$ cat src/rtl/core/issp_vs_pkg.sv
// Shared types and constants for the ISSP vector serializer.
// Used by the channel interfaces and the serializer core; no dependencies.
`default_nettype none

package issp_vs_pkg;

	// Payload widths fixed by the item format
	localparam int unsigned VEC_IN_W  = 19;
	localparam int unsigned DRIVE_W   = 2;
	localparam int unsigned KIND_W    = 2;
	localparam int unsigned BYTE_W    = 8;
	localparam int unsigned TIMER_W   = 24;

	// APB register file
	localparam int unsigned APB_DATA_W = 32;
	localparam int unsigned APB_ADDR_W = 3;

	typedef logic [DRIVE_W-1:0] drive_t;
	typedef logic [KIND_W-1:0]  kind_t;
	typedef logic [TIMER_W-1:0] timer_t;

	// SDATA drive codes
	localparam drive_t DRV_LOW  = 2'd0;
	localparam drive_t DRV_HIGH = 2'd1;
	localparam drive_t DRV_Z    = 2'd2;

	// Vector kinds
	localparam kind_t KIND_ZERO  = 2'd0;
	localparam kind_t KIND_WRITE = 2'd1;
	localparam kind_t KIND_READ  = 2'd2;

	// Item opcodes
	localparam logic OP_START = 1'b0;
	localparam logic OP_TICK  = 1'b1;

	// Register index (paddr bit 2)
	localparam logic REG_SHORT_WAIT   = 1'b0;
	localparam logic REG_POLL_TIMEOUT = 1'b1;

	// Register reset values
	localparam timer_t SHORT_WAIT_RST   = 24'd10;
	localparam timer_t POLL_TIMEOUT_RST = 24'd100000;

	// Sequence lengths
	localparam int unsigned ZERO_VECTOR_BITS = 22;
	localparam int unsigned WRITE_TAIL_ONES  = 3;
	localparam int unsigned READ_DATA_BITS   = 8;

endpackage

`default_nettype wire

$ cat src/rtl/core/issp_vs_if.sv
// Valid/ready channel interfaces for the serializer: command items in, result items out.
// Depends on issp_vs_pkg.
`default_nettype none

interface issp_vs_cmd_if;
	logic                                   valid;
	logic                                   ready;
	logic                                   op;
	issp_vs_pkg::kind_t                     kind;
	logic                                   ssc_flag;
	logic [issp_vs_pkg::VEC_IN_W-1:0]       vector_bits;
	logic                                   sdata_in;

	modport source (output valid, op, kind, ssc_flag, vector_bits, sdata_in, input ready);
	modport sink   (input valid, op, kind, ssc_flag, vector_bits, sdata_in, output ready);
endinterface

interface issp_vs_rsp_if;
	logic                                   valid;
	logic                                   ready;
	issp_vs_pkg::drive_t                    pin_drive;
	logic                                   clock_strobe;
	logic                                   busy_res;
	logic                                   done_res;
	logic [issp_vs_pkg::BYTE_W-1:0]         rx_byte;
	logic                                   timeout_error;

	modport source (output valid, pin_drive, clock_strobe, busy_res, done_res, rx_byte,
		timeout_error, input ready);
	modport sink   (input valid, pin_drive, clock_strobe, busy_res, done_res, rx_byte,
		timeout_error, output ready);
endinterface

`default_nettype wire

$ cat src/rtl/core/issp_vector_serializer_core.sv
// ISSP vector serializer core: sequencer, result register and APB timing registers.
// Depends on issp_vs_pkg and the channel interfaces in issp_vs_if.sv.
`default_nettype none

// Master side of a two-wire ISSP link, advanced one tick per command item. A start
// item (op 0) loads a zero, write or read vector while idle; each tick item (op 1)
// advances the sequence by one SDATA bit and returns one result item with the pin
// drive, the SCLK strobe, busy/done status, the read byte on completion and the
// poll timeout flag. Every command item yields exactly one result item. The core
// takes one item per clock unless a held result is not taken, which stalls new
// items: each item passes through one layer of next-state logic into the result
// register, and a new item is accepted in the same cycle the held result is taken.
// short_wait_ticks (addr 0x0) and poll_timeout_ticks (addr 0x4) set the SSC poll
// windows; write them only while the link is idle.
module issp_vector_serializer_core #(
	parameter int unsigned VECTOR_BITS   = 19,
	parameter int unsigned TRAILER_ZEROS = 40
) (
	input  wire logic                                  clk,
	input  wire logic                                  arst_n,
	issp_vs_cmd_if.sink                                cmd,
	issp_vs_rsp_if.source                              rsp,
	input  wire logic                                  psel,
	input  wire logic                                  penable,
	input  wire logic                                  pwrite,
	input  wire logic [issp_vs_pkg::APB_ADDR_W-1:0]    paddr,
	input  wire logic [issp_vs_pkg::APB_DATA_W-1:0]    pwdata,
	output logic      [issp_vs_pkg::APB_DATA_W-1:0]    prdata,
	output logic                                       pready
);

	// Counter must hold the longest run loaded into it
	localparam int unsigned MAX_A   = (VECTOR_BITS > issp_vs_pkg::ZERO_VECTOR_BITS) ?
		VECTOR_BITS : issp_vs_pkg::ZERO_VECTOR_BITS;
	localparam int unsigned MAX_CNT = (TRAILER_ZEROS > MAX_A) ? TRAILER_ZEROS : MAX_A;
	localparam int unsigned CNT_W   = $clog2(MAX_CNT + 1);
	localparam int unsigned RD_ADDR_BITS = VECTOR_BITS - issp_vs_pkg::READ_DATA_BITS;

	typedef enum logic [3:0] {
		PH_IDLE, PH_ZEROS, PH_WR_BITS, PH_WR_ONES, PH_RD_ADDR, PH_RD_TURN,
		PH_RD_DATA, PH_RD_TAIL_Z, PH_RD_TAIL_ONE, PH_SSC_Z, PH_SHORT_WAIT,
		PH_POLL_LOW, PH_TRAILER
	} phase_t;

	typedef logic [CNT_W-1:0]       cnt_t;
	typedef logic [VECTOR_BITS-1:0] word_t;
	typedef logic [issp_vs_pkg::BYTE_W-1:0] byte_t;

	// Sequencer state
	phase_t              phase_q, phase_d;
	cnt_t                cnt_q, cnt_d;
	word_t               shift_q, shift_d;
	byte_t               accum_q, accum_d;
	issp_vs_pkg::timer_t timer_q, timer_d, timer_inc;
	issp_vs_pkg::kind_t  pkind_q, pkind_d;
	logic                pssc_q, pssc_d;

	// Configuration registers
	issp_vs_pkg::timer_t short_wait_q, poll_timeout_q;

	// Result of the current item
	issp_vs_pkg::drive_t drive_d;
	logic                strobe_d, done_d, err_d;

	// Result register
	logic                rsp_valid_q;
	issp_vs_pkg::drive_t drive_q;
	logic                strobe_q, busy_q, done_q, err_q;
	byte_t               byte_q;

	logic accept;
	logic cfg_wr;

	assign cmd.ready = !rsp_valid_q || rsp.ready;
	assign accept    = cmd.valid && cmd.ready;

	assign timer_inc = (timer_q == '1) ? timer_q : timer_q + issp_vs_pkg::TIMER_W'(1);

	// Next state and result for one item
	always_comb begin
		phase_d  = phase_q;
		cnt_d    = cnt_q;
		shift_d  = shift_q;
		accum_d  = accum_q;
		timer_d  = timer_q;
		pkind_d  = pkind_q;
		pssc_d   = pssc_q;
		drive_d  = issp_vs_pkg::DRV_Z;
		strobe_d = 1'b0;
		done_d   = 1'b0;
		err_d    = 1'b0;

		if (cmd.op == issp_vs_pkg::OP_START) begin
			if (phase_q == PH_IDLE && (cmd.kind == issp_vs_pkg::KIND_ZERO ||
				cmd.kind == issp_vs_pkg::KIND_WRITE || cmd.kind == issp_vs_pkg::KIND_READ)) begin
				pkind_d = cmd.kind;
				pssc_d  = cmd.ssc_flag;
				shift_d = VECTOR_BITS'(cmd.vector_bits);
				accum_d = '0;
				timer_d = '0;
				if (cmd.kind == issp_vs_pkg::KIND_ZERO) begin
					phase_d = PH_ZEROS;
					cnt_d   = CNT_W'(issp_vs_pkg::ZERO_VECTOR_BITS);
				end else if (cmd.kind == issp_vs_pkg::KIND_WRITE) begin
					phase_d = PH_WR_BITS;
					cnt_d   = CNT_W'(VECTOR_BITS);
				end else begin
					phase_d = PH_RD_ADDR;
					cnt_d   = CNT_W'(RD_ADDR_BITS);
				end
			end
		end else begin
			case (phase_q)
				PH_ZEROS: begin
					drive_d  = issp_vs_pkg::DRV_LOW;
					strobe_d = 1'b1;
					cnt_d    = cnt_q - CNT_W'(1);
					if (cnt_d == '0) begin
						phase_d = pssc_q ? PH_SSC_Z : PH_IDLE;
						done_d  = !pssc_q;
					end
				end
				PH_WR_BITS: begin
					// MSB of the shift word goes out first
					drive_d  = shift_q[VECTOR_BITS-1] ? issp_vs_pkg::DRV_HIGH : issp_vs_pkg::DRV_LOW;
					strobe_d = 1'b1;
					shift_d  = {shift_q[VECTOR_BITS-2:0], 1'b0};
					cnt_d    = cnt_q - CNT_W'(1);
					if (cnt_d == '0) begin
						phase_d = PH_WR_ONES;
						cnt_d   = CNT_W'(issp_vs_pkg::WRITE_TAIL_ONES);
					end
				end
				PH_WR_ONES: begin
					drive_d  = issp_vs_pkg::DRV_HIGH;
					strobe_d = 1'b1;
					cnt_d    = cnt_q - CNT_W'(1);
					if (cnt_d == '0) begin
						phase_d = pssc_q ? PH_SSC_Z : PH_IDLE;
						done_d  = !pssc_q;
					end
				end
				PH_RD_ADDR: begin
					drive_d  = shift_q[VECTOR_BITS-1] ? issp_vs_pkg::DRV_HIGH : issp_vs_pkg::DRV_LOW;
					strobe_d = 1'b1;
					shift_d  = {shift_q[VECTOR_BITS-2:0], 1'b0};
					cnt_d    = cnt_q - CNT_W'(1);
					if (cnt_d == '0) begin
						phase_d = PH_RD_TURN;
					end
				end
				PH_RD_TURN: begin
					strobe_d = 1'b1;
					phase_d  = PH_RD_DATA;
					cnt_d    = CNT_W'(issp_vs_pkg::READ_DATA_BITS);
				end
				PH_RD_DATA: begin
					// sample SDATA, MSB first
					strobe_d = 1'b1;
					accum_d  = {accum_q[issp_vs_pkg::BYTE_W-2:0], cmd.sdata_in};
					cnt_d    = cnt_q - CNT_W'(1);
					if (cnt_d == '0) begin
						phase_d = PH_RD_TAIL_Z;
					end
				end
				PH_RD_TAIL_Z: begin
					strobe_d = 1'b1;
					phase_d  = PH_RD_TAIL_ONE;
				end
				PH_RD_TAIL_ONE: begin
					drive_d  = issp_vs_pkg::DRV_HIGH;
					strobe_d = 1'b1;
					phase_d  = pssc_q ? PH_SSC_Z : PH_IDLE;
					done_d   = !pssc_q;
				end
				PH_SSC_Z: begin
					strobe_d = 1'b1;
					timer_d  = '0;
					phase_d  = PH_SHORT_WAIT;
				end
				PH_SHORT_WAIT: begin
					if (cmd.sdata_in) begin
						phase_d = PH_POLL_LOW;
					end else if (timer_q > short_wait_q) begin
						phase_d = PH_TRAILER;
						cnt_d   = CNT_W'(TRAILER_ZEROS);
					end
					timer_d = timer_inc;
				end
				PH_POLL_LOW: begin
					if (!cmd.sdata_in) begin
						phase_d = PH_TRAILER;
						cnt_d   = CNT_W'(TRAILER_ZEROS);
					end else if (timer_q > poll_timeout_q) begin
						phase_d = PH_IDLE;
						done_d  = 1'b1;
						err_d   = 1'b1;
					end
					timer_d = timer_inc;
				end
				PH_TRAILER: begin
					drive_d  = issp_vs_pkg::DRV_LOW;
					strobe_d = 1'b1;
					cnt_d    = cnt_q - CNT_W'(1);
					if (cnt_d == '0) begin
						phase_d = PH_IDLE;
						done_d  = 1'b1;
					end
				end
				default: begin
					phase_d = PH_IDLE;
				end
			endcase
		end
	end

	// Sequencer state and result register
	always_ff @(posedge clk or negedge arst_n) begin
		if (!arst_n) begin
			phase_q     <= PH_IDLE;
			cnt_q       <= '0;
			shift_q     <= '0;
			accum_q     <= '0;
			timer_q     <= '0;
			pkind_q     <= issp_vs_pkg::KIND_ZERO;
			pssc_q      <= 1'b0;
			rsp_valid_q <= 1'b0;
			drive_q     <= issp_vs_pkg::DRV_Z;
			strobe_q    <= 1'b0;
			busy_q      <= 1'b0;
			done_q      <= 1'b0;
			byte_q      <= '0;
			err_q       <= 1'b0;
		end else begin
			if (accept) begin
				phase_q     <= phase_d;
				cnt_q       <= cnt_d;
				shift_q     <= shift_d;
				accum_q     <= accum_d;
				timer_q     <= timer_d;
				pkind_q     <= pkind_d;
				pssc_q      <= pssc_d;
				rsp_valid_q <= 1'b1;
				drive_q     <= drive_d;
				strobe_q    <= strobe_d;
				busy_q      <= (phase_d != PH_IDLE);
				done_q      <= done_d;
				byte_q      <= (done_d && pkind_q == issp_vs_pkg::KIND_READ) ? accum_d : '0;
				err_q       <= err_d;
			end else if (rsp.ready) begin
				rsp_valid_q <= 1'b0;
			end
		end
	end

	assign rsp.valid         = rsp_valid_q;
	assign rsp.pin_drive     = drive_q;
	assign rsp.clock_strobe  = strobe_q;
	assign rsp.busy_res      = busy_q;
	assign rsp.done_res      = done_q;
	assign rsp.rx_byte       = byte_q;
	assign rsp.timeout_error = err_q;

	// APB registers, decoded on paddr bit 2
	assign pready = 1'b1;
	assign cfg_wr = psel && penable && pwrite;

	always_ff @(posedge clk or negedge arst_n) begin
		if (!arst_n) begin
			short_wait_q   <= issp_vs_pkg::SHORT_WAIT_RST;
			poll_timeout_q <= issp_vs_pkg::POLL_TIMEOUT_RST;
		end else if (cfg_wr) begin
			if (paddr[2] == issp_vs_pkg::REG_SHORT_WAIT) begin
				short_wait_q <= pwdata[issp_vs_pkg::TIMER_W-1:0];
			end else begin
				poll_timeout_q <= pwdata[issp_vs_pkg::TIMER_W-1:0];
			end
		end
	end

	always_comb begin
		case (paddr[2])
			issp_vs_pkg::REG_SHORT_WAIT:   prdata = issp_vs_pkg::APB_DATA_W'(short_wait_q);
			issp_vs_pkg::REG_POLL_TIMEOUT: prdata = issp_vs_pkg::APB_DATA_W'(poll_timeout_q);
			default:                       prdata = '0;
		endcase
	end

	// A held result blocks new items until it is taken
	a_hold_blocks: assert property (@(posedge clk) disable iff (!arst_n)
		rsp_valid_q && !rsp.ready |-> !cmd.ready)
		else $error("item accepted while result register stalled");

	// A timeout ends the vector
	a_timeout_done: assert property (@(posedge clk) disable iff (!arst_n)
		rsp_valid_q && err_q |-> done_q && !busy_q && phase_q == PH_IDLE)
		else $error("timeout without completion");

	// The read byte only shows with completion of a read vector
	a_byte_with_done: assert property (@(posedge clk) disable iff (!arst_n)
		rsp_valid_q && byte_q != '0 |-> done_q && pkind_q == issp_vs_pkg::KIND_READ)
		else $error("read byte outside completion");

	// Idle ticks never clock the link
	a_idle_no_clock: assert property (@(posedge clk) disable iff (!arst_n)
		accept && phase_q == PH_IDLE |=> !strobe_q && drive_q == issp_vs_pkg::DRV_Z)
		else $error("clock or drive while idle");

endmodule

`default_nettype wire

$ cat src/flat_wrapper.sv
// flat-port wrapper written by rule: the top's interface ports become plain ports
module issp_vector_serializer_core_flat 
#(
	parameter int unsigned VECTOR_BITS   = 19,
	parameter int unsigned TRAILER_ZEROS = 40
)
  (clk, arst_n, psel, penable, pwrite, paddr, pwdata, prdata, pready, cmd_valid, cmd_op, cmd_kind, cmd_ssc_flag, cmd_vector_bits, cmd_sdata_in, cmd_ready, rsp_valid, rsp_pin_drive, rsp_clock_strobe, rsp_busy_res, rsp_done_res, rsp_rx_byte, rsp_timeout_error, rsp_ready);
  issp_vs_cmd_if cmd_i ();
  issp_vs_rsp_if rsp_i ();
  input  wire logic clk;
  input  wire logic arst_n;
  input  wire logic psel;
  input  wire logic penable;
  input  wire logic pwrite;
  input  wire logic [issp_vs_pkg::APB_ADDR_W-1:0] paddr;
  input  wire logic [issp_vs_pkg::APB_DATA_W-1:0] pwdata;
  output logic      [issp_vs_pkg::APB_DATA_W-1:0] prdata;
  output logic pready;
  input wire logic [$bits(cmd_i.valid)-1:0] cmd_valid;
  input wire logic [$bits(cmd_i.op)-1:0] cmd_op;
  input wire logic [$bits(cmd_i.kind)-1:0] cmd_kind;
  input wire logic [$bits(cmd_i.ssc_flag)-1:0] cmd_ssc_flag;
  input wire logic [$bits(cmd_i.vector_bits)-1:0] cmd_vector_bits;
  input wire logic [$bits(cmd_i.sdata_in)-1:0] cmd_sdata_in;
  output wire logic [$bits(cmd_i.ready)-1:0] cmd_ready;
  output wire logic [$bits(rsp_i.valid)-1:0] rsp_valid;
  output wire logic [$bits(rsp_i.pin_drive)-1:0] rsp_pin_drive;
  output wire logic [$bits(rsp_i.clock_strobe)-1:0] rsp_clock_strobe;
  output wire logic [$bits(rsp_i.busy_res)-1:0] rsp_busy_res;
  output wire logic [$bits(rsp_i.done_res)-1:0] rsp_done_res;
  output wire logic [$bits(rsp_i.rx_byte)-1:0] rsp_rx_byte;
  output wire logic [$bits(rsp_i.timeout_error)-1:0] rsp_timeout_error;
  input wire logic [$bits(rsp_i.ready)-1:0] rsp_ready;
  assign cmd_i.valid = cmd_valid;
  assign cmd_i.op = cmd_op;
  assign cmd_i.kind = cmd_kind;
  assign cmd_i.ssc_flag = cmd_ssc_flag;
  assign cmd_i.vector_bits = cmd_vector_bits;
  assign cmd_i.sdata_in = cmd_sdata_in;
  assign cmd_ready = cmd_i.ready;
  assign rsp_valid = rsp_i.valid;
  assign rsp_pin_drive = rsp_i.pin_drive;
  assign rsp_clock_strobe = rsp_i.clock_strobe;
  assign rsp_busy_res = rsp_i.busy_res;
  assign rsp_done_res = rsp_i.done_res;
  assign rsp_rx_byte = rsp_i.rx_byte;
  assign rsp_timeout_error = rsp_i.timeout_error;
  assign rsp_i.ready = rsp_ready;
  issp_vector_serializer_core #(.VECTOR_BITS(VECTOR_BITS), .TRAILER_ZEROS(TRAILER_ZEROS)) u_core (.clk(clk), .arst_n(arst_n), .cmd(cmd_i), .rsp(rsp_i), .psel(psel), .penable(penable), .pwrite(pwrite), .paddr(paddr), .pwdata(pwdata), .prdata(prdata), .pready(pready));
endmodule
$ cat config.mk
export PLATFORM = sky130hd
export DESIGN_NAME = issp_vector_serializer_core_flat
export DESIGN_NICKNAME = d
export VERILOG_FILES = /design/src/rtl/core/issp_vs_pkg.sv /design/src/rtl/core/issp_vs_if.sv /design/src/rtl/core/issp_vector_serializer_core.sv /design/src/flat_wrapper.sv
export SDC_FILE = /design/constraint.sdc
export NUM_CORES = 1
export LEC_CHECK = 0
export BUFFER_PORTS_ARGS = -buffer_cell sky130_fd_sc_hd__buf_4
export CAP_MARGIN = 20
export CORE_MARGIN = 5
export CORE_UTILIZATION = 60
export CTS_BUF_LIST = sky130_fd_sc_hd__clkbuf_8 sky130_fd_sc_hd__clkbuf_16
export DETAILED_ROUTE_END_ITERATION = 12
export PLACE_DENSITY = 0.83
export SYNTH_ARGS = -nofsm -noshare
export SYNTH_HDL_FRONTEND = slang
export SYNTH_SLANG_ARGS = --single-unit
$ cat constraint.sdc
create_clock -name clk -period 4.2 [get_ports clk]
set_clock_uncertainty 0.2 [all_clocks]
set_input_delay 0.84 -clock clk [delete_from_list [all_inputs] [get_ports clk]]
set_output_delay 0.84 -clock clk [all_outputs]
set_load 0.02 [all_outputs]
==> results of run 1 <==
-- layer usage --
metal  up-vias  GRT usage  share of wire
li1       3128          -              -
met2       214      0.384           0.48
met3        35     0.0535          0.057
met4         0     0.0900          0.020
met1      3091      0.337           0.44
met5         -          0              0
-- kinds of logic (layout without fill, tap and decap cells) --
group | count (synthesis) | count (layout)
xor gates and xnor gates | 6 | 6
buffers and inverters | 105 | 190
muxes | 68 | 68
DFF | 127 | 127
adders and majority gates | 51 | 51
other | 2 | 9
AOI/OAI and AO/OA | 226 | 226
and+or+nand+nor | 253 | 253
-- sequential cells by signal, indices dropped and copies added, names as in the netlist, 4 cells and up --
| name | flops |
|---|---|
| u_core.poll_timeout_q | 24 |
| u_core.shift_q | 19 |
| u_core.cnt_q | 6 |
| u_core.rsp.rx_byte | 8 |
| u_core.phase_q | 4 |
| u_core.accum_q | 8 |
| u_core.short_wait_q | 24 |
| u_core.timer_q | 24 |
-- final timing paths --
check	to	cells after the start	slack [ns]
setup / recovery	u_core.rsp.rx_byte[6]	8	0.85
hold / removal	u_core.rsp.rx_byte[5]	2	0.27
hold reg to reg	u_core.rsp.rx_byte[5]	2	0.27
max in group asynchronous	u_core.poll_timeout_q[10]	2	2.59
min in group asynchronous	u_core.short_wait_q[7]	1	0.38
setup reg to reg	u_core.rsp.rx_byte[6]	8	0.85
-- placed cells by master, fill, tap and decap left out, types with 4 or more instances in the layout --
cell / n
sky130_fd_sc_hd__nor2_1: 39
sky130_fd_sc_hd__ha_1: 51
sky130_fd_sc_hd__and3_1: 10
sky130_fd_sc_hd__mux2i_1: 19
sky130_fd_sc_hd__a22oi_1: 11
sky130_fd_sc_hd__nand3_1: 20
sky130_fd_sc_hd__or3b_2: 4
sky130_fd_sc_hd__and4_1: 4
sky130_fd_sc_hd__mux2_2: 49
sky130_fd_sc_hd__nand2_1: 109
sky130_fd_sc_hd__o21ai_0: 98
sky130_fd_sc_hd__nor3_1: 9
sky130_fd_sc_hd__clkbuf_8: 5
sky130_fd_sc_hd__a31oi_1: 12
sky130_fd_sc_hd__inv_1: 57
sky130_fd_sc_hd__a211oi_1: 6
sky130_fd_sc_hd__o21a_1: 4
sky130_fd_sc_hd__o31ai_2: 7
sky130_fd_sc_hd__a21oi_1: 45
sky130_fd_sc_hd__and2_1: 5
sky130_fd_sc_hd__nand4_1: 23
sky130_fd_sc_hd__o211ai_1: 7
sky130_fd_sc_hd__dfstp_2: 9
sky130_fd_sc_hd__buf_4: 103
sky130_fd_sc_hd__nand2b_1: 5
sky130_fd_sc_hd__o21ai_1: 12
sky130_fd_sc_hd__clkinv_2: 6
sky130_fd_sc_hd__nor2b_1: 10
sky130_fd_sc_hd__conb_1: 9
sky130_fd_sc_hd__clkbuf_16: 17
sky130_fd_sc_hd__nand4b_1: 4
sky130_fd_sc_hd__dfrtp_1: 118
-- where the power goes --
group | leakage [uW] | switching (uW) | internal [uW]
Combinational | 0.00244 | 656 | 500
Sequential | 0.00161 | 174 | 1490
Clock | 0.000299 | 518 | 878
-- layout make-up --
class | instances | area share
Sequential cell | 127 | 0.352
Multi-Input combinational cell | 613 | 0.452
Tap cell | 172 | 0.0238
Clock inverter | 10 | 0.00788
Inverter | 54 | 0.0224
Clock buffer | 22 | 0.0546
Timing Repair Buffer | 104 | 0.0876
-- stage by stage --
step                setup slack, ns  hold WS [ns]  cells   util
floorplan                      1.26         0.237    845      -
global placement              0.999         0.261   1070  0.673
detailed placement            0.936         0.270   1070  0.673
CTS                           0.927         0.283   1102  0.718
global route                  0.606         0.300   1102  0.718
finish                        0.851         0.273   1102  0.718
-- critical path: stages, from the launching register on --
cell	delay, ns
sky130_fd_sc_hd__dfrtp_1	0.46
sky130_fd_sc_hd__ha_1	0.36
sky130_fd_sc_hd__nand4_1	0.18
sky130_fd_sc_hd__nor4_1	0.67
sky130_fd_sc_hd__o31a_1	0.34
sky130_fd_sc_hd__o21ai_0	0.19
sky130_fd_sc_hd__o21ai_0	0.27
sky130_fd_sc_hd__nand4b_1	0.33
sky130_fd_sc_hd__o21ai_0	0.26
==> PnR_summary.wiki, run 1 <==
{| class="wikitable"
! Metric !! Value
|-
| Count of boundary I/O pins || 115
|-
| Number of clock sinks seen by CTS || 127
|-
| Worst IR drop on VDD || 0.309 mV
|-
| Layout net count || 1034
|-
| MaxCap Viol Count || 0
|-
| Most used flip-flop cell after synthesis || sky130_fd_sc_hd__dfrtp_1
|-
| Sequential area share after synthesis || 0.414
|-
| Die Ht || 123 um
|-
| Cell area after technology mapping || 7700 um^2
|-
| Synth area leader || sky130_fd_sc_hd__dfrtp_1
|-
| Area enclosed by the die boundary || 15200 um^2
|-
| Sequential cell area || 3190 um^2
|-
| Number of library cell types mapped by synthesis || 64
|-
| Classification of the worst setup path || reg -> reg
|-
| Share of Yosys cell area claimed by the top area cell type || 0.383
|-
| Detailed-route via count || 6468
|-
| Kind of launch point of the worst setup path || flip-flop
|-
| Parity-gate share of the synthesized area counting xor and xnor cells || 0.00682
|-
| Post-synth EDFFs || 0
|-
| Filler cells || 954
|-
| Post-synthesis adder-cell area fraction || 0.0828
|-
| Reported leakage power || 0.00435 uW
|-
| Period utilisation layout || 0.797
|-
| RePlAce Congestion || 0.889
|-
| Category of the worst setup path capture point || flip-flop
|-
| Main combinational cell family by area after synthesis || compound AO/OA/AOI/OAI gates
|-
| Clock input transition at the sequential cells of the worst setup and hold paths || 0.06 ns
|-
| Rel. slew slack || 0.371
|-
| # port buffers || 95
|-
| Number of hold violations in the final report || 0
|-
| Avg Synthesized Cell Area || 9.19 um^2
|-
| Power density of the placed cells || 465 nW/um^2
|-
| Wirelength, routed || 17700 um
|-
| Effective utilization at floorplan || 0.610
|-
| Launching point of the worst reg2reg path || u_core.timer_q[22]
|-
| Simple logic cell fraction of the synthesized area || 0.162
|-
| Global-route wire length before repair || 29600 um
|-
| HP Start || u_core.rsp.rx_byte[5]
|-
| Fraction of layout cells with a size suffix above 1 || 0.231
|-
| Source-to-sink clock delay at the later pin of the worst-skew pair || 0.42 ns
|-
| Cells resized by post-CTS repair || 0
|-
| Leading cell type by number of instances after synthesis || sky130_fd_sc_hd__dfrtp_1
|-
| Crit path required time || 4.33 ns
|-
| Count of standard-cell rows || 41
|-
| CTS H-Tree Depth || 4
|-
| Share of flip-flops with an asynchronous set or reset || 1.00
|-
| Hold-fix buffer count after cts || 0
|-
| Detailed placer's ending HPWL || 12500 um
|-
| Transition at the pin with the smallest max-transition slack || 0.944 ns
|-
| Worst endpoint data arrival time || 3.48 ns
|-
| Cells after Synth || 838
|-
| Placeable core area || 12600 um^2
|-
| All-Layer GR Usage || 0.245
|-
| Post-route total power || 4210 uW
|-
| Multiplexer area fraction after synthesis || 0.0963
|-
| Type of the most critical hold path || reg -> reg
|-
| Count of synthesis-stage warnings from yosys || 0
|-
| Chip Width || 123 um
|-
| Run status || finished clean
|-
| Number of antenna violations at the first check in global routing || 0
|-
| Share of the synthesized area in compound gates (AO/OA/AOI/OAI) || 0.178
|-
| Setup fix buffers added after clock tree synthesis || 0
|-
| Length of the first detailed-routing pass in iterations || 5
|-
| Post-detailed-route DRC marker count || 0
|-
| Setup repair after global routing missed its margin || false
|-
| Maximum root-to-sink buffer count || 2
|-
| Max-slew violations || 0
|-
| FF+latch count, synth || 127
|-
| Maximum fanout count along the critical path || 8
|-
| Antenna cell count || 0
|-
| Detail-routed net length per standard cell || 16.1 um
|-
| Detailed Route Iter0 Violations || 502
|-
| Residual antenna-violating net count after detailed routing || 0
|-
| Synthesis-to-finish area growth || 17.5%
|-
| Most frequent cells after synthesis || 118 x sky130_fd_sc_hd__dfrtp_1, 109 x sky130_fd_sc_hd__nand2_1, 98 x sky130_fd_sc_hd__o21ai_0, 54 x sky130_fd_sc_hd__inv_1, 51 x sky130_fd_sc_hd__ha_1
|-
| Final critical-path required period || 3.35 ns
|-
| Placement Cell Area || 8490 um^2
|-
| Largest net degree at the start of global routing || 75
|-
| Post-route cell area || 9050 um^2
|-
| Global-route congestion overflow total || 0
|-
| Area contributors post-synth || sky130_fd_sc_hd__dfrtp_1 38%, sky130_fd_sc_hd__ha_1 8.3%, sky130_fd_sc_hd__mux2_2 7.2%
|-
| Final setup vio count || 0
|-
| Number of vias per cell || 5.87
|-
| Setup TNS || 0 ns
|-
| CTS tree || built
|-
| Clock buffer count from CTS || 17
|-
| Vias in the first global route || 6196
|-
| Max frequency || 299 MHz
|-
| Total area of multi-input combinational cells || 4090 um^2
|-
| Root cell of the clock tree || sky130_fd_sc_hd__clkbuf_16
|-
| Startpoint of the worst setup timing path || u_core.timer_q[22]
|}
(Power assumes the default switching activity.)
==> run 2: changes to the inputs <==
- CORE_UTILIZATION: 60 -> 52
- PLACE_DENSITY: 0.83 -> 0.77
- clock period: 4.2 -> 3 ns (I/O delays scaled with it)
==> run 2 against run 1 <==
  * First-iteration DRC count down 0.20%
  * Setup slack worse by 0.69 ns
  * Final area up 3.6%
  * Hold slack got worse by 0.24 ns
  * Sequential power up 40%
  * Sequential share of layout area shrank 1.2 points
  * Highest routed layer unchanged
==> PnR_summary.wiki, run 2 (synthesis results as in run 1) <==
{| class="wikitable"
! Metric !! Value
|-
| Clock buffer count from CTS || 17 (unchanged)
|-
| CTS tree || built (unchanged)
|-
| Registers with the highest flip-flop counts || u_core.poll_timeout_q (24), u_core.short_wait_q (24), u_core.timer_q (24) (unchanged)
|-
| Detailed-route via count || 6544 (was 6468)
|-
| Worst endpoint data arrival time || 2.99 ns (was 3.48 ns)
|-
| Detailed placer's ending HPWL || 13100 um (was 12500 um)
|-
| Global-route wire length before repair || 31400 um (was 29600 um)
|-
| Post-route cell area || 9380 um^2 (was 9050 um^2)
|-
| Detailed Route Iter0 Violations || 501 (was 502)
|-
| Global-route congestion overflow total || 0 (unchanged)
|-
| Final standard cell utilization of the core || 0.645 (was 0.718)
|-
| Rel. slew slack || 0.510 (was 0.371)
|-
| Number of antenna violations at the first check in global routing || 0 (unchanged)
|-
| Placeable core area || 14500 um^2 (was 12600 um^2)
|-
| Detail-routed net length per standard cell || 16.5 um (was 16.1 um)
|-
| Category of the worst setup path capture point || flip-flop (unchanged)
|-
| Kind of launch point of the worst setup path || flip-flop (unchanged)
|-
| Maximum root-to-sink buffer count || 2 (unchanged)
|-
| Antenna cell count || 0 (unchanged)
|-
| Effective utilization at floorplan || 0.530 (was 0.610)
|-
| MaxCap Viol Count || 0 (unchanged)
|-
| Maximum fanout count along the critical path || 5 (was 8)
|-
| Post-route total power || 6310 uW (was 4210 uW)
|-
| Length of the first detailed-routing pass in iterations || 5 (unchanged)
|-
| Max frequency || 352 MHz (was 299 MHz)
|-
| Count of boundary I/O pins || 115 (unchanged)
|-
| Classification of the worst setup path || reg -> reg (unchanged)
|-
| Post-placement worst setup slack || -0.0525 ns (was 0.936 ns)
|-
| RePlAce Congestion || 0.906 (was 0.889)
|-
| Synthesis-to-finish area growth || 21.7% (was 17.5%)
|-
| Number of hold violations in the final report || 0 (unchanged)
|-
| Worst-case reg-to-reg path depth || 10 (was 8)
|-
| Hold_ws || 0.0378 ns (was 0.273 ns)
|-
| Area enclosed by the die boundary || 17300 um^2 (was 15200 um^2)
|-
| Number of vias per cell || 5.75 (was 5.87)
|-
| Residual antenna-violating net count after detailed routing || 0 (unchanged)
|-
| Clock input transition at the sequential cells of the worst setup and hold paths || 0.06 ns (about the same)
|-
| Period utilisation layout || 0.948 (was 0.797)
|-
| CTS H-Tree Depth || 4 (unchanged)
|-
| Layout net count || 1058 (was 1034)
|-
| Max-slew violations || 0 (unchanged)
|-
| Type of the most critical hold path || in -> async (was reg -> reg)
|-
| Largest net degree at the start of global routing || 54 (was 75)
|-
| Placement Cell Area || 8690 um^2 (was 8490 um^2)
|-
| Root cell of the clock tree || sky130_fd_sc_hd__clkbuf_16 (unchanged)
|-
| Fraction of layout cells with a size suffix above 1 || 0.260 (was 0.231)
|-
| Reported leakage power || 0.00450 uW (was 0.00435 uW)
|-
| Most common cell after layout, fill and taps aside || sky130_fd_sc_hd__buf_4 (was sky130_fd_sc_hd__dfrtp_1)
|-
| Chip Width || 132 um (was 123 um)
|-
| Worst IR drop on VDD || 0.790 mV (was 0.309 mV)
|-
| Setup ws final || 0.156 ns (was 0.851 ns)
|-
| Die Ht || 132 um (was 123 um)
|-
| # port buffers || 95 (unchanged)
|-
| Source-to-sink clock delay at the later pin of the worst-skew pair || 0.43 ns (was 0.42 ns)
|-
| Transition at the pin with the smallest max-transition slack || 0.735 ns (was 0.944 ns)
|-
| All-Layer GR Usage || 0.219 (was 0.245)
|-
| Count of standard-cell rows || 44 (was 41)
|-
| Most used cells in the layout excluding fill and tap cells || 126 x sky130_fd_sc_hd__buf_4, 116 x sky130_fd_sc_hd__dfrtp_1, 109 x sky130_fd_sc_hd__nand2_1, 96 x sky130_fd_sc_hd__o21ai_0, 55 x sky130_fd_sc_hd__inv_1 (was 118 x sky130_fd_sc_hd__dfrtp_1, 109 x sky130_fd_sc_hd__nand2_1, 103 x sky130_fd_sc_hd__buf_4, 98 x sky130_fd_sc_hd__o21ai_0, 57 x sky130_fd_sc_hd__inv_1)
|-
| Vias in the first global route || 6418 (was 6196)
|-
| Final critical-path required period || 2.84 ns (was 3.35 ns)
|-
| Final setup vio count || 0 (unchanged)
|-
| Run status || finished clean (unchanged)
|-
| Wirelength, routed || 18800 um (was 17700 um)
|-
| Crit path required time || 3.15 ns (was 4.33 ns)
|-
| Post-detailed-route DRC marker count || 0 (unchanged)
|-
| Number of clock sinks seen by CTS || 127 (unchanged)
|-
| Power density of the placed cells || 672 nW/um^2 (was 465 nW/um^2)
|}
## run 2: timing repair
action,4_1_cts,5_1_grt
pin swaps,1,2
hold buffers,0,0
setup buffers,1,0
endpoints found under the setup margin,8,18
endpoints found under the hold margin,0,0
resized for setup,0,9
## run 2: layer usage
layer | wire length [um] | track usage
met1 | 8300 | 0.286
met2 | 9060 | 0.355
met3 | 1000 | 0.0463
met4 | 425 | 0.0886
met5 | 0 | 0
## run 2: final timing paths
| path | start | to | slack, ns |
|---|---|---|---|
| max in group asynchronous | arst_n | u_core.accum_q[0] | 1.86 |
| max | u_core.timer_q[17] | u_core.phase_q[1] | 0.16 |
| min | arst_n | u_core.short_wait_q[2] | 0.04 |
| max reg2reg | u_core.timer_q[17] | u_core.phase_q[1] | 0.16 |
| min reg2reg | u_core.shift_q[9] | u_core.shift_q[9] | 0.28 |
| min in group clk | cmd_ssc_flag | u_core.pssc_q | 0.17 |
## run 2: critical path: stages (launching register included)
cell	delay, ns
sky130_fd_sc_hd__dfrtp_2	0.45
sky130_fd_sc_hd__ha_1	0.31
sky130_fd_sc_hd__nand4_1	0.19
sky130_fd_sc_hd__or4_4	0.58
sky130_fd_sc_hd__nor3_2	0.19
sky130_fd_sc_hd__a31oi_2	0.08
sky130_fd_sc_hd__a211oi_1	0.26
sky130_fd_sc_hd__a211oi_1	0.07
sky130_fd_sc_hd__buf_4	0.16
sky130_fd_sc_hd__a21oi_1	0.12
sky130_fd_sc_hd__a2bb2oi_1	0.15
## run 2: per-stage QoR
stage | instances | setup TNS (ns)
after global routing | 1138 | -0.143
after global placement | 1105 | 0
after floorplan | 845 | 0
final | 1138 | 0
after detailed placement | 1105 | -0.106
after CTS | 1138 | 0
## run 2: cell type report
type | count | area [um^2]
Fill cell | 1220 | 5160
Timing Repair Buffer | 128 | 986
Multi-Input combinational cell | 613 | 4110
Tap cell | 184 | 230
Clock buffer | 20 | 467
Inverter | 54 | 203
Clock inverter | 12 | 189
Sequential cell | 127 | 3190
## run 2: power breakdown
part           switching (uW)  internal (uW)  leakage [uW]  total, uW
clock                     765           1530      0.000323       2290
combinational             962            727       0.00257       1690
sequential                244           2080       0.00161       2320
total                    1970           4340       0.00450       6310
==> run 3: changes to the inputs <==
- RECOVER_POWER: unset -> 50
==> run 3 against run 2 <==
  * Fmax is 0.31% lower
  * Sequential cell count stayed put
  * Non-clock buffer count stayed put
  * Via count is 0.18% lower
  * First-iteration DRC count is 3.0% higher
  * Critical path type unchanged
  * Largest cell class unchanged
  * Largest power group unchanged
  * Highest routed layer unchanged
==> PnR_summary.wiki, run 3 (synthesis results as in run 1) <==
{| class="wikitable"
! Metric !! Value
|-
| Classification of the worst setup path || reg -> reg (unchanged)
|-
| Chip Width || 132 um (unchanged)
|-
| Number of antenna violations at the first check in global routing || 0 (unchanged)
|-
| CTS H-Tree Depth || 4 (unchanged)
|-
| Fraction of layout cells with a size suffix above 1 || 0.260 (unchanged)
|-
| Run status || finished clean (unchanged)
|-
| Effective utilization at floorplan || 0.530 (unchanged)
|-
| Clock input transition at the sequential cells of the worst setup and hold paths || 0.05 ns (was 0.06 ns)
|-
| Post-detailed-route DRC marker count || 0 (unchanged)
|-
| Hold_ws || 0.167 ns (was 0.0378 ns)
|-
| Final standard cell utilization of the core || 0.643 (was 0.645)
|-
| Detailed-route via count || 6532 (was 6544)
|-
| Length of the first detailed-routing pass in iterations || 5 (unchanged)
|-
| Met2 wire length || 9040 um (was 9060 um)
|-
| Largest net degree at the start of global routing || 54 (unchanged)
|-
| Worst IR drop on VDD || 0.789 mV (was 0.790 mV)
|-
| Number of hold violations in the final report || 0 (unchanged)
|-
| Worst endpoint data arrival time || 3.00 ns (was 2.99 ns)
|-
| Layout net count || 1058 (unchanged)
|-
| Most used cells in the layout excluding fill and tap cells || 123 x sky130_fd_sc_hd__buf_4, 116 x sky130_fd_sc_hd__dfrtp_1, 109 x sky130_fd_sc_hd__nand2_1, 96 x sky130_fd_sc_hd__o21ai_0, 55 x sky130_fd_sc_hd__inv_1 (was 126 x sky130_fd_sc_hd__buf_4, 116 x sky130_fd_sc_hd__dfrtp_1, 109 x sky130_fd_sc_hd__nand2_1, 96 x sky130_fd_sc_hd__o21ai_0, 55 x sky130_fd_sc_hd__inv_1)
|-
| Rel. slew slack || 0.107 (was 0.510)
|-
| Transition at the pin with the smallest max-transition slack || 1.34 ns (was 0.735 ns)
|-
| Global-route wire length before repair || 31400 um (unchanged)
|-
| Detailed placer's ending HPWL || 13100 um (unchanged)
|-
| Registers with the highest flip-flop counts || u_core.poll_timeout_q (24), u_core.short_wait_q (24), u_core.timer_q (24) (unchanged)
|-
| Type of the most critical hold path || in -> reg (was in -> async)
|-
| MaxCap Viol Count || 0 (unchanged)
|-
| Maximum root-to-sink buffer count || 2 (unchanged)
|-
| CTS tree || built (unchanged)
|-
| Residual antenna-violating net count after detailed routing || 0 (unchanged)
|-
| Design internal power || 4330 uW (was 4340 uW)
|-
| Clock network power share || 0.364 (about the same)
|-
| Period utilisation layout || 0.951 (was 0.948)
|-
| Count of standard-cell rows || 44 (unchanged)
|-
| Count of boundary I/O pins || 115 (unchanged)
|-
| Wirelength, routed || 18700 um (was 18800 um)
|-
| Clock buffer count from CTS || 17 (unchanged)
|-
| Switching power total || 1960 uW (was 1970 uW)
|-
| Placeable core area || 14500 um^2 (unchanged)
|-
| Fraction of power spent switching nets || 0.312 (about the same)
|-
| Global-route congestion overflow total || 0 (unchanged)
|-
| Vias in the first global route || 6418 (unchanged)
|-
| Portion of total power attributed to sequential cells || 0.369 (was 0.368)
|-
| Final setup vio count || 0 (unchanged)
|-
| Synthesis-to-finish area growth || 21.2% (was 21.7%)
|-
| Number of clock sinks seen by CTS || 127 (unchanged)
|-
| Source-to-sink clock delay at the later pin of the worst-skew pair || 0.43 ns (about the same)
|-
| Max-slew violations || 0 (unchanged)
|-
| Antenna cell count || 0 (unchanged)
|-
| Portion of total power attributed to combinational logic || 0.267 (was 0.268)
|-
| Max frequency || 351 MHz (was 352 MHz)
|-
| Root cell of the clock tree || sky130_fd_sc_hd__clkbuf_16 (unchanged)
|-
| Number of vias per cell || 5.74 (was 5.75)
|-
| Die Ht || 132 um (unchanged)
|-
| Power density of the placed cells || 674 nW/um^2 (was 672 nW/um^2)
|-
| Top Metal Used || met4 (unchanged)
|-
| All-Layer GR Usage || 0.219 (unchanged)
|-
| Most common cell after layout, fill and taps aside || sky130_fd_sc_hd__buf_4 (unchanged)
|-
| Area enclosed by the die boundary || 17300 um^2 (unchanged)
|-
| Reported leakage power || 0.00449 uW (was 0.00450 uW)
|-
| RePlAce Congestion || 0.906 (unchanged)
|-
| Category of the worst setup path capture point || flip-flop (unchanged)
|-
| Crit path required time || 3.15 ns (about the same)
|-
| Maximum fanout count along the critical path || 5 (unchanged)
|-
| Detailed Route Iter0 Violations || 516 (was 501)
|-
| Detail-routed net length per standard cell || 16.5 um (about the same)
|-
| Final critical-path required period || 2.85 ns (was 2.84 ns)
|-
| WL met3 || 1040 um (was 1000 um)
|-
| # port buffers || 95 (unchanged)
|-
| Metal-1 WL || 8240 um (was 8300 um)
|-
| Kind of launch point of the worst setup path || flip-flop (unchanged)
|}
[run 3: changes by cell type in the layout (fill, tap and decap cells not counted), sizes merged]
cell	change
buf	-5
clkbuf	+5
[run 3: power by group through the flow]
stage | clock (uW) | sequential (uW) | combinational (uW)
after floorplan | 0 | 2290 | 1140
after global placement | 0 | 2320 | 1620
after detailed placement | 0 | 2340 | 1670
after CTS | 2330 | 2320 | 1690
after global routing | 2400 | 2370 | 1880
final | 2290 | 2320 | 1680
[run 3: critical path, stage by stage, from the launching register on]
cell and delay (ns):
sky130_fd_sc_hd__dfrtp_2 0.45, sky130_fd_sc_hd__ha_1 0.31, sky130_fd_sc_hd__nand4_1 0.19, sky130_fd_sc_hd__or4_4 0.59, sky130_fd_sc_hd__nor3_2 0.19, sky130_fd_sc_hd__a31oi_2 0.08
sky130_fd_sc_hd__a211oi_1 0.26, sky130_fd_sc_hd__a211oi_1 0.07, sky130_fd_sc_hd__buf_4 0.16, sky130_fd_sc_hd__a21oi_1 0.13, sky130_fd_sc_hd__a2bb2oi_1 0.15
[run 3: routing by layer]
layer / vias up / GRT usage
li1: 3172 / -
met1: 3116 / 0.286
met2: 210 / 0.355
met3: 34 / 0.0463
met4: 0 / 0.0886
met5: - / 0
[run 3: metrics by stage]
stage	setup TNS, ns	cell area, um^2	power, uW	setup WS, ns	std cells
2_1_floorplan	0	7730	3440	0.299	845
3_3_place_gp	0	8690	3940	0.131	1105
3_5_place_dp	-0.106	8690	4000	-0.0525	1105
4_1_cts	0	9350	6330	0.0293	1138
5_1_grt	-0.143	9340	6650	-0.0576	1138
6_report	0	9340	6300	0.147	1138
[run 3: path summary, 6_finish.rpt]
kind                                         start                      to  slack, ns  cells after the start
max in group asynchronous                   arst_n      u_core.timer_q[17]       0.54                      2
worst max register to register  u_core.timer_q[17]       u_core.phase_q[1]       0.15                     10
worst min register to register   u_core.shift_q[9]       u_core.shift_q[9]       0.28                      2
worst min-delay path                  cmd_ssc_flag           u_core.pssc_q       0.17                      3
min in group asynchronous                   arst_n  u_core.short_wait_q[2]       0.28                      1
worst max-delay path            u_core.timer_q[17]       u_core.phase_q[1]       0.15                     10
[run 3: layout make-up]
| type | count | area, um^2 |
|---|---|---|
| repair buffers | 128 | 948 |
| inverters | 54 | 203 |
| multi-input cells | 613 | 4110 |
| fillers | 1227 | 5190 |
| clock buffers | 20 | 467 |
| well taps | 184 | 230 |
| clock inverters | 12 | 189 |
| flip-flops and latches | 127 | 3190 |
[run 3: repair_timing]
item	4_1_cts	5_1_grt
gates resized for setup	0	9
gates cloned	0	0
hold buffers	0	0
endpoints found under the setup margin	8	18
pin swaps	1	2
setup buffers	1	0
endpoints found under the hold margin	0	0
